## config.mk

```make
export PLATFORM = sky130hd
export DESIGN_NAME = command_frame_receiver_decoder
export DESIGN_NICKNAME = d
export VERILOG_FILES = /design/src/hw/rtl/cfrd_pkg.sv /design/src/hw/rtl/cfrd_ram.sv /design/src/hw/rtl/command_frame_receiver_decoder.sv
export VERILOG_INCLUDE_DIRS = /design/src /design/src/hw/rtl
export SDC_FILE = /design/constraint.sdc
export NUM_CORES = 2
export LEC_CHECK = 0
export BUFFER_PORTS_ARGS = -buffer_cell sky130_fd_sc_hd__buf_2
export CORE_ASPECT_RATIO = 0.7
export CORE_MARGIN = 3
export CORE_UTILIZATION = 40
export DETAILED_ROUTE_END_ITERATION = 16
export PLACE_DENSITY = 0.66
export SETUP_SLACK_MARGIN = 0.4
export SLEW_MARGIN = 5
export SYNTH_ARGS = -nofsm -noshare
export SYNTH_HDL_FRONTEND = slang
export SYNTH_SLANG_ARGS = --single-unit
```

## constraint.sdc

```tcl
create_clock -name clock -period 4.8 [get_ports clock]
set_clock_uncertainty 0.05 [all_clocks]
set_input_delay 0.24 -clock clock [delete_from_list [all_inputs] [get_ports clock]]
set_output_delay 0.24 -clock clock [all_outputs]
set_load 0.005 [all_outputs]
```

## src/hw/rtl/command_frame_receiver_decoder_assert.svh

```systemverilog
// ---------------------------------------------------------------------------
// Assertion macros for the command frame receiver and decoder
// Shared wrappers for concurrent assertions clocked on the rising edge.
// ---------------------------------------------------------------------------
`ifndef COMMAND_FRAME_RECEIVER_DECODER_ASSERT_SVH
`define COMMAND_FRAME_RECEIVER_DECODER_ASSERT_SVH

// Condition holds at every edge outside reset.
`define CFRD_ASSERT_ALWAYS(label, clk, rst, cond) \
   label: assert property (@(posedge clk) disable iff (rst) (cond)) \
      else $error("cfrd: invariant violated");

// Consequent holds in the same cycle as the antecedent.
`define CFRD_ASSERT_IMPLIES(label, clk, rst, ante, cons) \
   label: assert property (@(posedge clk) disable iff (rst) (ante) |-> (cons)) \
      else $error("cfrd: implication violated");

`endif

```

## src/hw/rtl/cfrd_pkg.sv

```systemverilog
// ---------------------------------------------------------------------------
// cfrd_pkg
// Types, codes and default sizes for the command frame receiver and decoder.
// ---------------------------------------------------------------------------
package cfrd_pkg;

   localparam int MSG_DEPTH_DEF     = 64;
   localparam int TABLE_ENTRIES_DEF = 16;
   localparam int NAME_CHARS_DEF    = 16;

   localparam logic [2:0] STATUS_IDLE     = 3'd0;
   localparam logic [2:0] STATUS_BUSY     = 3'd1;
   localparam logic [2:0] STATUS_MATCH    = 3'd2;
   localparam logic [2:0] STATUS_UNKNOWN  = 3'd3;
   localparam logic [2:0] STATUS_OVERFLOW = 3'd4;
   localparam logic [2:0] STATUS_EMPTY    = 3'd5;

   localparam logic [1:0] CSR_START_CHAR    = 2'd0;
   localparam logic [1:0] CSR_END_CHAR      = 2'd1;
   localparam logic [1:0] CSR_SEPARATOR     = 2'd2;
   localparam logic [1:0] CSR_COMMAND_COUNT = 2'd3;

   localparam logic [7:0] START_CHAR_RESET    = 8'd58;
   localparam logic [7:0] END_CHAR_RESET      = 8'd10;
   localparam logic [7:0] SEPARATOR_RESET     = 8'd32;
   localparam logic [4:0] COMMAND_COUNT_RESET = 5'd0;

   localparam logic       FUNC_STREAM = 1'b0;
   localparam logic [7:0] NAME_TERMINATOR = 8'd0;

   typedef enum logic [1:0] {
      ST_READY,
      ST_FETCH,
      ST_COMPARE
   } state_type;

endpackage

```

## src/hw/rtl/cfrd_ram.sv

```systemverilog
// ---------------------------------------------------------------------------
// cfrd_ram
// Generic single-write, single-read RAM with a registered read port.
// ---------------------------------------------------------------------------
module cfrd_ram #(
   parameter int WIDTH = 8,
   parameter int DEPTH = 64
) (
   input  logic                     clock,
   input  logic                     wr_en,
   input  logic [$clog2(DEPTH)-1:0] wr_addr,
   input  logic [WIDTH-1:0]         wr_data,
   input  logic [$clog2(DEPTH)-1:0] rd_addr,
   output logic [WIDTH-1:0]         rd_data
);

   logic [WIDTH-1:0] mem_ff [DEPTH];
   logic [WIDTH-1:0] rd_data_ff;

   always_ff @(posedge clock) begin
      if (wr_en) begin
         mem_ff[wr_addr] <= wr_data;
      end
      rd_data_ff <= mem_ff[rd_addr];
   end

   assign rd_data = rd_data_ff;

endmodule

```

## src/hw/rtl/command_frame_receiver_decoder.sv

```systemverilog
// ---------------------------------------------------------------------------
// command_frame_receiver_decoder
// Frames a byte stream into command messages and looks the command name up
// in a loaded table of zero-terminated names.
// ---------------------------------------------------------------------------
// Every request beat gives exactly one response beat. Table writes, idle
// bytes, frame start, stored bytes, overflow and empty frames are answered
// without a search. An end character that closes a non-empty frame that is
// not full, while the command count is nonzero, starts a table search that
// walks the entries in order through the single read port of the name table
// and message memories, with a FETCH and a COMPARE state per compared
// character and per entry; request tready is low during the search.
// ---------------------------------------------------------------------------
`include "command_frame_receiver_decoder_assert.svh"

module command_frame_receiver_decoder #(
   parameter int MSG_DEPTH     = cfrd_pkg::MSG_DEPTH_DEF,
   parameter int TABLE_ENTRIES = cfrd_pkg::TABLE_ENTRIES_DEF,
   parameter int NAME_CHARS    = cfrd_pkg::NAME_CHARS_DEF
) (
   input  logic        clock,
   input  logic        reset,
   input  logic        req_tvalid,
   output logic        req_tready,
   // data_byte [7:0], entry_index [11:8], char_position [15:12]
   input  logic [15:0] req_tdata,
   // func [0]
   input  logic        req_tuser,
   output logic        rsp_tvalid,
   input  logic        rsp_tready,
   // status [2:0], command_index [6:3], name_length [13:7],
   // message_length [20:14], zero [23:21]
   output logic [23:0] rsp_tdata,
   input  logic        csr_valid,
   output logic        csr_ready,
   input  logic [1:0]  csr_index,
   input  logic [7:0]  csr_data
);

   localparam int MCW = $clog2(MSG_DEPTH + 1);
   localparam int MAW = $clog2(MSG_DEPTH);
   localparam int PW  = $clog2(NAME_CHARS + 1);
   localparam int CW  = (PW > MCW) ? PW : MCW;
   localparam int EW  = (TABLE_ENTRIES > 1) ? $clog2(TABLE_ENTRIES) : 1;
   localparam int ECW = EW + 1;
   localparam int TAW = $clog2(TABLE_ENTRIES * NAME_CHARS);

   logic [7:0] start_char_ff;
   logic [7:0] end_char_ff;
   logic [7:0] separator_ff;
   logic [4:0] command_count_ff;

   cfrd_pkg::state_type state_ff, state_in;
   logic           receiving_ff, receiving_in;
   logic [MCW-1:0] stored_count_ff, stored_count_in;
   logic [MCW-1:0] name_end_ff, name_end_in;
   logic           separator_seen_ff, separator_seen_in;
   logic [ECW-1:0] entry_ff, entry_in;
   logic [PW-1:0]  pos_ff, pos_in;

   logic       rsp_valid_ff, rsp_valid_in;
   logic [2:0] rsp_status_ff, rsp_status_in;
   logic [3:0] rsp_index_ff, rsp_index_in;
   logic [6:0] rsp_name_len_ff, rsp_name_len_in;
   logic [6:0] rsp_msg_len_ff, rsp_msg_len_in;

   logic           in_func;
   logic [7:0]     in_byte;
   logic [3:0]     in_entry;
   logic [3:0]     in_pos;
   logic           accept;
   logic [ECW-1:0] limit;
   logic [CW-1:0]  pos_ext;
   logic [CW-1:0]  name_end_ext;
   logic           at_name_end;
   logic           pos_at_width;

   logic           msg_we;
   logic [MAW-1:0] msg_raddr;
   logic [7:0]     msg_rdata;
   logic           tbl_we;
   logic [TAW-1:0] tbl_waddr;
   logic [TAW-1:0] tbl_raddr;
   logic [7:0]     tbl_rdata;

   assign in_func  = req_tuser;
   assign in_byte  = req_tdata[7:0];
   assign in_entry = req_tdata[11:8];
   assign in_pos   = req_tdata[15:12];

   assign req_tready = (state_ff == cfrd_pkg::ST_READY) && (!rsp_valid_ff || rsp_tready);
   assign accept     = req_tvalid && req_tready;
   assign csr_ready  = 1'b1;

   assign limit = (int'(command_count_ff) > TABLE_ENTRIES) ? ECW'(TABLE_ENTRIES)
                                                           : ECW'(command_count_ff);

   assign pos_ext      = CW'(pos_ff);
   assign name_end_ext = CW'(name_end_ff);
   assign at_name_end  = (pos_ext == name_end_ext);
   assign pos_at_width = (pos_ext == CW'(NAME_CHARS));

   assign msg_raddr = MAW'(pos_ff);
   assign tbl_waddr = TAW'(int'(in_entry) * NAME_CHARS + int'(in_pos));
   assign tbl_raddr = (int'(pos_ff) < NAME_CHARS)
                    ? TAW'(int'(entry_ff) * NAME_CHARS + int'(pos_ff)) : '0;

   cfrd_ram #(
      .WIDTH (8),
      .DEPTH (MSG_DEPTH)
   ) u_msg_ram (
      .clock   (clock),
      .wr_en   (msg_we),
      .wr_addr (MAW'(stored_count_ff)),
      .wr_data (in_byte),
      .rd_addr (msg_raddr),
      .rd_data (msg_rdata)
   );

   cfrd_ram #(
      .WIDTH (8),
      .DEPTH (TABLE_ENTRIES * NAME_CHARS)
   ) u_tbl_ram (
      .clock   (clock),
      .wr_en   (tbl_we),
      .wr_addr (tbl_waddr),
      .wr_data (in_byte),
      .rd_addr (tbl_raddr),
      .rd_data (tbl_rdata)
   );

   always_ff @(posedge clock) begin
      if (reset) begin
         start_char_ff    <= cfrd_pkg::START_CHAR_RESET;
         end_char_ff      <= cfrd_pkg::END_CHAR_RESET;
         separator_ff     <= cfrd_pkg::SEPARATOR_RESET;
         command_count_ff <= cfrd_pkg::COMMAND_COUNT_RESET;
      end else if (csr_valid && csr_ready) begin
         unique case (csr_index)
            cfrd_pkg::CSR_START_CHAR:    start_char_ff    <= csr_data;
            cfrd_pkg::CSR_END_CHAR:      end_char_ff      <= csr_data;
            cfrd_pkg::CSR_SEPARATOR:     separator_ff     <= csr_data;
            cfrd_pkg::CSR_COMMAND_COUNT: command_count_ff <= csr_data[4:0];
            default: ;
         endcase
      end
   end

   always_ff @(posedge clock) begin
      if (reset) begin
         state_ff          <= cfrd_pkg::ST_READY;
         receiving_ff      <= 1'b0;
         stored_count_ff   <= '0;
         name_end_ff       <= '0;
         separator_seen_ff <= 1'b0;
         entry_ff          <= '0;
         pos_ff            <= '0;
         rsp_valid_ff      <= 1'b0;
      end else begin
         state_ff          <= state_in;
         receiving_ff      <= receiving_in;
         stored_count_ff   <= stored_count_in;
         name_end_ff       <= name_end_in;
         separator_seen_ff <= separator_seen_in;
         entry_ff          <= entry_in;
         pos_ff            <= pos_in;
         rsp_valid_ff      <= rsp_valid_in;
      end
   end

   always_ff @(posedge clock) begin
      rsp_status_ff   <= rsp_status_in;
      rsp_index_ff    <= rsp_index_in;
      rsp_name_len_ff <= rsp_name_len_in;
      rsp_msg_len_ff  <= rsp_msg_len_in;
   end

   always_comb begin
      state_in          = state_ff;
      receiving_in      = receiving_ff;
      stored_count_in   = stored_count_ff;
      name_end_in       = name_end_ff;
      separator_seen_in = separator_seen_ff;
      entry_in          = entry_ff;
      pos_in            = pos_ff;
      rsp_valid_in      = rsp_valid_ff && !rsp_tready;
      rsp_status_in     = rsp_status_ff;
      rsp_index_in      = rsp_index_ff;
      rsp_name_len_in   = rsp_name_len_ff;
      rsp_msg_len_in    = rsp_msg_len_ff;
      msg_we            = 1'b0;
      tbl_we            = 1'b0;

      unique case (state_ff)
         cfrd_pkg::ST_READY: begin
            if (accept) begin
               rsp_valid_in = 1'b1;
               rsp_index_in = '0;
               if (in_func != cfrd_pkg::FUNC_STREAM) begin
                  tbl_we = (int'(in_entry) < TABLE_ENTRIES) && (int'(in_pos) < NAME_CHARS);
                  rsp_status_in = receiving_ff ? cfrd_pkg::STATUS_BUSY
                                               : cfrd_pkg::STATUS_IDLE;
               end else if (!receiving_ff) begin
                  if (in_byte == start_char_ff) begin
                     receiving_in      = 1'b1;
                     stored_count_in   = '0;
                     name_end_in       = '0;
                     separator_seen_in = 1'b0;
                     rsp_status_in     = cfrd_pkg::STATUS_BUSY;
                  end else begin
                     rsp_status_in = cfrd_pkg::STATUS_IDLE;
                  end
               end else if (int'(stored_count_ff) == MSG_DEPTH) begin
                  receiving_in  = 1'b0;
                  rsp_status_in = cfrd_pkg::STATUS_OVERFLOW;
               end else if (in_byte == end_char_ff) begin
                  receiving_in = 1'b0;
                  if (stored_count_ff == '0) begin
                     rsp_status_in = cfrd_pkg::STATUS_EMPTY;
                  end else if (limit == '0) begin
                     rsp_status_in = cfrd_pkg::STATUS_UNKNOWN;
                  end else begin
                     rsp_valid_in = 1'b0;
                     entry_in     = '0;
                     pos_in       = '0;
                     state_in     = cfrd_pkg::ST_FETCH;
                  end
               end else begin
                  msg_we            = 1'b1;
                  stored_count_in   = stored_count_ff + MCW'(1);
                  separator_seen_in = separator_seen_ff || (in_byte == separator_ff);
                  if (!separator_seen_in) begin
                     name_end_in = stored_count_in;
                  end
                  rsp_status_in = cfrd_pkg::STATUS_BUSY;
               end
               rsp_name_len_in = 7'(name_end_in);
               rsp_msg_len_in  = 7'(stored_count_in);
            end
         end
         cfrd_pkg::ST_FETCH: begin
            state_in = cfrd_pkg::ST_COMPARE;
         end
         cfrd_pkg::ST_COMPARE: begin
            if (at_name_end && (pos_at_width || tbl_rdata == cfrd_pkg::NAME_TERMINATOR)) begin
               rsp_valid_in    = 1'b1;
               rsp_status_in   = cfrd_pkg::STATUS_MATCH;
               rsp_index_in    = 4'(entry_ff);
               rsp_name_len_in = 7'(name_end_ff);
               rsp_msg_len_in  = 7'(stored_count_ff);
               state_in        = cfrd_pkg::ST_READY;
            end else if (at_name_end || pos_at_width
                         || tbl_rdata == cfrd_pkg::NAME_TERMINATOR
                         || tbl_rdata != msg_rdata) begin
               if (entry_ff + ECW'(1) == limit) begin
                  rsp_valid_in    = 1'b1;
                  rsp_status_in   = cfrd_pkg::STATUS_UNKNOWN;
                  rsp_index_in    = '0;
                  rsp_name_len_in = 7'(name_end_ff);
                  rsp_msg_len_in  = 7'(stored_count_ff);
                  state_in        = cfrd_pkg::ST_READY;
               end else begin
                  entry_in = entry_ff + ECW'(1);
                  pos_in   = '0;
                  state_in = cfrd_pkg::ST_FETCH;
               end
            end else begin
               pos_in   = pos_ff + PW'(1);
               state_in = cfrd_pkg::ST_FETCH;
            end
         end
         default: begin
            state_in = cfrd_pkg::ST_READY;
         end
      endcase
   end

   assign rsp_tvalid = rsp_valid_ff;
   assign rsp_tdata  = {3'b000, rsp_msg_len_ff, rsp_name_len_ff, rsp_index_ff, rsp_status_ff};

   `CFRD_ASSERT_IMPLIES(a_no_rsp_while_searching, clock, reset, state_ff != cfrd_pkg::ST_READY, !rsp_valid_ff && !receiving_ff)
   `CFRD_ASSERT_IMPLIES(a_search_within_name, clock, reset, state_ff != cfrd_pkg::ST_READY, pos_ext <= name_end_ext && entry_ff < limit)
   `CFRD_ASSERT_ALWAYS(a_lengths_bounded, clock, reset, name_end_ff <= stored_count_ff && int'(stored_count_ff) <= MSG_DEPTH)

endmodule

```

== Word-level counts from Yosys, hierarchy flattened ==
Memory sizes are Yosys's and may differ from the RTL's. A register that Yosys moved wholly into a read port is not among the register bits.
Index checks and enable logic that the tools add are counted.

* Register bits: 79
* Bits in writable memories: 2560
* Input bits: 32
* Output and inout bits: 27
* Word-level logic and storage cells: 183
* Memories: 2

{| class="wikitable"
|+ Memory list
! name !! depth !! width !! rd ports !! clocked after memory_dff !! write ports !! line !! RTL
|-
| u_tbl_ram.mem_ff || 256 || 8 || 1 || 1 || 1 || cfrd_ram.sv:17 || <nowiki>logic [WIDTH-1:0] mem_ff [DEPTH];</nowiki>
|-
| u_msg_ram.mem_ff || 64 || 8 || 1 || 1 || 1 || cfrd_ram.sv:17 ||
|}

* $add $sub $neg: 5
* Order comparisons: 2
* Equality and inequality tests: 29
* Mux-type cells: 97
* Bitwise logic cells: 1
* Reduce and logical (&&, ||, !) cells: 31

{| class="wikitable"
|+ Operators by type and width
! cell !! count
|-
| 7-bit 2-to-1 mux || 19
|-
| 5-bit 2-to-1 mux || 14
|-
| 1-bit 2-to-1 mux || 32
|-
| 3-bit 2-to-1 mux || 10
|-
| 7-bit case mux with 2 select lines || 2
|-
| 8-bit == test || 3
|-
| 2-bit != test, second input constant || 11
|-
| 5-bit case mux with 2 select lines || 2
|-
| 2-bit 2-to-1 mux || 9
|-
| 4-bit 2-to-1 mux || 4
|-
| 11-bit AND reduction || 1
|-
| 5-bit by 1-bit adder with 5-bit output, second input constant || 2
|-
| 10-bit AND reduction || 1
|-
| 2-bit AND reduction || 5
|-
| 3-bit != test, second input constant || 3
|-
| 8-bit by 4-bit adder with 8-bit output || 1
|-
| 8-bit by 5-bit adder with 8-bit output || 1
|-
| 8-bit logical NOT || 1
|-
| 8-bit 2-to-1 mux || 1
|-
| 8-bit != test || 1
|-
| 4-bit case mux with 2 select lines || 1
|-
| 7-bit by 1-bit adder with 7-bit output, second input constant || 1
|-
| 5-bit by 7-bit == test with 1-bit output || 1
|-
| 7-bit == test, second input constant || 1
|-
| 24 further kinds || 38
|}

== Depth between registers and ports, before layout ==
* Depth in word-level cells: 11
* Mapped depth: 18
* Mapped depth without buffers: 10

== Cells and area by module ==
Synthesis repeated with hierarchy kept, for this count alone.

* Cells, all modules: 5189
* Area total of the unflattened synthesis: 104076.1 um2

{| class="wikitable"
|+ Modules (own cells, without submodules)
! module !! instances !! cells each !! area each (um2) !! sequential area each (um2)
|-
| cfrd_ram at u_tbl_ram || 1 || 3733 || 79556.3 || 61659.1
|-
| cfrd_ram at u_msg_ram || 1 || 972 || 20190.6 || 15534.9
|-
| command_frame_receiver_decoder || 1 || 484 || 4329.2 || 1791.7
|}

== Worst setup path after synthesis ==
Ideal clock, no wire load.

* Path type: register -> register
* From: register pos_ff[4]
* To: register u_tbl_ram.rd_data_ff[1] (netlist: u_tbl_ram.rd_data[1]) (read register of u_tbl_ram.mem_ff)
* Library setup time: 0.131 ns
* Arrival time: 3.686 ns
* Required time: 4.619 ns
* Slack: 0.932 ns
* Cell stages (with the launch flop): 19
* Path buffers: 8
* Period minus slack after synthesis: 3.868 ns
* Cells stage by stage: dfxtp_1 -> buf_2 -> buf_2 -> buf_2 -> clkbuf_1 -> clkbuf_1 -> clkbuf_1 -> and2_1 -> ha_1 -> buf_2 -> or3b_2 -> clkbuf_1 -> a221oi_1 -> o21ai_0 -> a21oi_1 -> a31oi_1 -> o211ai_1 -> o311a_1 -> a221oi_2

* Cells in the longest elaborated chain, start to end: 2
* Elaborated cells between the ends (all ways): 3
* Classes of those cells: add/sub (1); order compare (1); mux (1)

{| class="wikitable"
|+ Ends and longest elaborated chain
! element !! line !! RTL
|-
| start: declaration || command_frame_receiver_decoder.sv:59 || <nowiki>logic [PW-1:0] pos_ff, pos_in;</nowiki>
|-
| start signal: assignment || command_frame_receiver_decoder.sv:166 || <nowiki>pos_ff <= pos_in;</nowiki>
|-
| 8-bit by 5-bit adder with 8-bit output or 5-bit < comparator (tied branches) || command_frame_receiver_decoder.sv:106, command_frame_receiver_decoder.sv:105 ||
|-
| 8-bit 2-to-1 mux (*) || command_frame_receiver_decoder.sv:106 || <nowiki>? TAW'(int'(entry_ff) * NAME_CHARS + int'(pos_ff)) : '0;</nowiki>
|-
| end: declaration || cfrd_ram.sv:18 || <nowiki>logic [WIDTH-1:0] rd_data_ff;</nowiki>
|}

Every way passes the cells marked *; elsewhere a longest branch is shown, timed or not.
A chain may end at the register's enable or synchronous reset.

== Worst setup path in the final report ==
* From: register pos_ff[0]
* To: register u_tbl_ram.rd_data_ff[0] (netlist: u_tbl_ram.rd_data[0]) (read register of u_tbl_ram.mem_ff)

The elaborated chain is that of the path after synthesis.

==> flow_metrics.py <==
metrics = {
    "yosys": {
        "avgSynthCellArea_sq_um": 16.8,
        "syn_inst": 5651,
        "async_flop_share": 0,
        "synthFlopType": "edfxtp_1",
        "yosysWarnings": 0,
        "ys_seq_area_frac": 0.749,
        "synth-seq-cells": 2399,
        "netlist_area_sq_um": 95200,
        "synth_enable_flop_cells": 2325,
        "ys_types": 81,
    },
    "route": {
        "finalWirelength_mm": 306,
        "viasPerCell": 6.29,
        "drt_iter0_drc": 10497,
        "routedWlPerCell_microns": 32.7,
        "via_count": 59011,
        "post-route-drc-count": 0,
        "dr.pass1.iters": 10,
        "antenna_left": 0,
    },
    "clocking": {
        "cts_tree": "built",
        "root_buffer": "clkbuf_16",
        "cts.reportedPaths.clkPinSlew_ns": 0.07,
        "clock_path_buffers": 4,
        "clk_latency_ns": 0.88,
        "htree_num_levels": 4,
        "postCtsSetupRepairBufs": 0,
        "cts_buffers": 215,
        "cts.sinks": 2399,
    },
    "critical_path": {
        "cp_top_family": "compound AO/OA/AOI/OAI gates",
        "cp.depth": 9,
        "path_common_cell": "a211oi_1",
        "critPathRequiredTime_ns": 5.52,
        "cp-start-kind": "flop",
        "cp-end-kind": "flop",
        "reg2reg_depth": 9,
        "path_cells": "buf_12, o21bai_4, buf_4, a21oi_1, a211oi_1, a311oi_1, o21ai_0, a211oi_1, and3b_1",
        "cp.arrival_ns": 5.25,
        "path_buf_inv": 2,
        "max_stage_delay_ns": 0.98,
        "critPathKind": "reg2reg",
        "cp_max_fo": 93,
        "crit_path_top_delay_cell": "a311oi_1",
        "ff2ff_setup_slack_ns": 0.27,
    },
    "run": {
        "cap_violations": 0,
    },
    "grt": {
        "grt_max_degree": 177,
        "overflow": 0,
        "first_global_vias": 54957,
        "grt_pass1_wl_mm": 426,
        "antenna_found_initial": 24,
        "grt_usage": 0.243,
    },
    "die": {
        "die_y_microns": 414,
        "num_io_pins": 59,
        "dieArea_sq_um": 244000,
        "num_rows": 149,
        "initial_core_util": 0.403,
        "die_w_microns": 589,
        "core_area_sq_um": 236000,
    },
    "timing": {
        "setup_tns_ns": 0,
        "period_needed_ns": 4.53,
        "rsz0062_at_grt": "no",
        "finalWorstSetupSlack_ns": 0.274,
        "slew_headroom": 0.0584,
        "finalHoldViolations": 0,
        "setup_viol": 0,
        "fmax_ghz": 0.221,
        "tightestPinTransition_ns": 1.40,
        "drv_slew": 0,
        "min_period_over_period": 0.943,
        "whs_ns": 0.0351,
    },
    "pwr": {
        "p_leak_nw": 34.1,
        "p_total_mw": 40.8,
        "powerDensity_nw_per_um2": 375,
        "ir_worst_vdd_uv": 411,
    },
    "place": {
        "dpl.hpwl_mm": 196,
        "placedCellCount": 8959,
        "dp_slack_ns": 0.439,
        "gp_congestion": 0.980,
        "port_buffers": 54,
        "dpl-instance-area_sq_um": 102000,
    },
    "cells_and_area": {
        "final_layout_size_suffix_gt1_frac": 0.184,
        "final_cell_area_sq_um": 109000,
        "finalNonFillerCells": 9383,
        "final_nets": 6072,
        "utilization": 0.460,
        "syn2layout_area_growth_pct": 14.2,
        "nFillCells": 20016,
        "final-seq-area_sq_um": 71300,
        "multi_input_area_sq_um": 21900,
    },
    "run_status": {
        "status": "finished clean",
    },
    "min_path": {
        "holdPathStages": 2,
        "hp-class": "in2reg",
    },
}
[cells in the final DEF (no fill, tap or decap), drive strengths merged, types with 23 or more instances in the layout]
cell / Yosys / routed
inv: 16 / 23
mux4: 230 / 230
buf: 237 / 516
nand3: 86 / 86
o221ai: 158 / 158
nor2: 450 / 450
dlygate4sd3: 0 / 29
xnor2: 38 / 38
o22ai: 122 / 122
clkinv: 3 / 81
a31oi: 38 / 38
a211oi: 65 / 65
nor2b: 41 / 41
nand2: 342 / 342
mux2: 53 / 53
o211ai: 32 / 32
edfxtp: 2325 / 2325
a221oi: 59 / 59
o21ai: 204 / 204
nand4: 33 / 33
dfxtp: 74 / 74
a21oi: 208 / 208
mux2i: 351 / 351
clkbuf: 144 / 266
nor3: 61 / 61
a22oi: 37 / 37
[cell usage after synthesis (37+ instances only)]
cell type,n,area (sq um)
nand3_1,86,430
xnor2_1,38,333
nor3_1,60,300
a211oi_1,65,488
o21ai_0,202,1010
a22oi_1,37,278
mux4_2,230,5180
dfxtp_1,74,1480
mux2i_1,351,3510
a21oi_1,208,1040
mux2_2,53,597
buf_2,129,646
o221ai_1,158,1380
edfxtp_1,2325,69800
clkbuf_1,144,541
nor2_1,449,1690
a31oi_1,38,238
o22ai_1,122,763
nor2b_1,41,257
nand2_1,342,1280
buf_4,60,450
a221oi_1,58,508
[worst paths after layout]
path                                              startpoint                                end
worst max-delay path                  pos_ff[0]$_SDFFE_PP0P_       u_tbl_ram.rd_data[0]$_DFF_P_
worst min-delay path                            req_tdata[1]  u_tbl_ram.mem_ff[82][1]$_DFFE_PP_
worst max register to register        pos_ff[0]$_SDFFE_PP0P_       u_tbl_ram.rd_data[0]$_DFF_P_
worst min register to register  separator_ff[0]$_SDFFE_PP0P_       separator_ff[0]$_SDFFE_PP0P_
[kinds of logic (layout without fill, tap and decap cells)]
logic type / Yosys count / in the layout / synth area share
adder cells (fa/ha/maj): 6 / 6 / 0.000789
other: 2 / 19 / 0.0000789
multiplexers: 634 / 634 / 0.0976
buffers and inverters: 400 / 944 / 0.0217
XOR/XNOR: 52 / 52 / 0.00493
AND/OR/NAND/NOR: 1111 / 1111 / 0.0513
flip-flops: 2399 / 2399 / 0.749
AO/OA/AOI/OAI: 1047 / 1047 / 0.0742
[final cells by class]
class | instances | area share
clock inverters | 114 | 0.0103
inverters | 19 | 0.000749
repair buffers | 545 | 0.0413
well taps | 3171 | 0.0365
flip-flops and latches | 2399 | 0.656
diodes | 15 | 0.000346
multi-input cells | 2854 | 0.202
clock buffers | 266 | 0.0523
[layer usage]
layer | GRT usage | share of wire | vias to the layer above
li1 | - | - | 23397
met1 | 0.349 | 0.39 | 29784
met2 | 0.317 | 0.40 | 5055
met3 | 0.119 | 0.18 | 763
met4 | 0.0826 | 0.039 | 12
met5 | 0.00566 | 0.00080 | -
[repair_timing]
action | CTS | global route
resized for setup | 0 | 1
endpoints found under the hold margin | 177 | 0
hold buffers | 29 | 0
setup endpoints to repair | 0 | 1
[worst reg2reg max path, delay by kind of cell, from the launching register on]
kind	cells	cell delay (ns)
buffers and inverters	2	0.91
AND/OR/NAND/NOR	1	0.21
AO/OA/AOI/OAI	6	2.58
flip-flops	1	0.70
[sequential cells by signal, summed over array words and instances (netlist names), 2 cells and up]
name               cells
pos_ff                 5
entry_ff               5
stored_count_ff        7
start_char_ff          8
u_tbl_ram.mem_ff    2048
rsp_msg_len_ff         7
command_count_ff       5
u_msg_ram.mem_ff     256
rsp_index_ff           4
u_tbl_ram.rd_data      8
state_ff               2
rsp_name_len_ff        7
u_msg_ram.rd_data      8
rsp_status_ff          3
end_char_ff            8
name_end_ext           7
separator_ff           8
[power breakdown]
group	internal, mW	leakage, nW	switching [mW]
Sequential	23.0	21.5	0.0148
Combinational	0.109	9.24	0.553
Clock	9.50	3.31	7.62
Total	32.6	34.1	8.19
(Power assumes the default switching activity.)
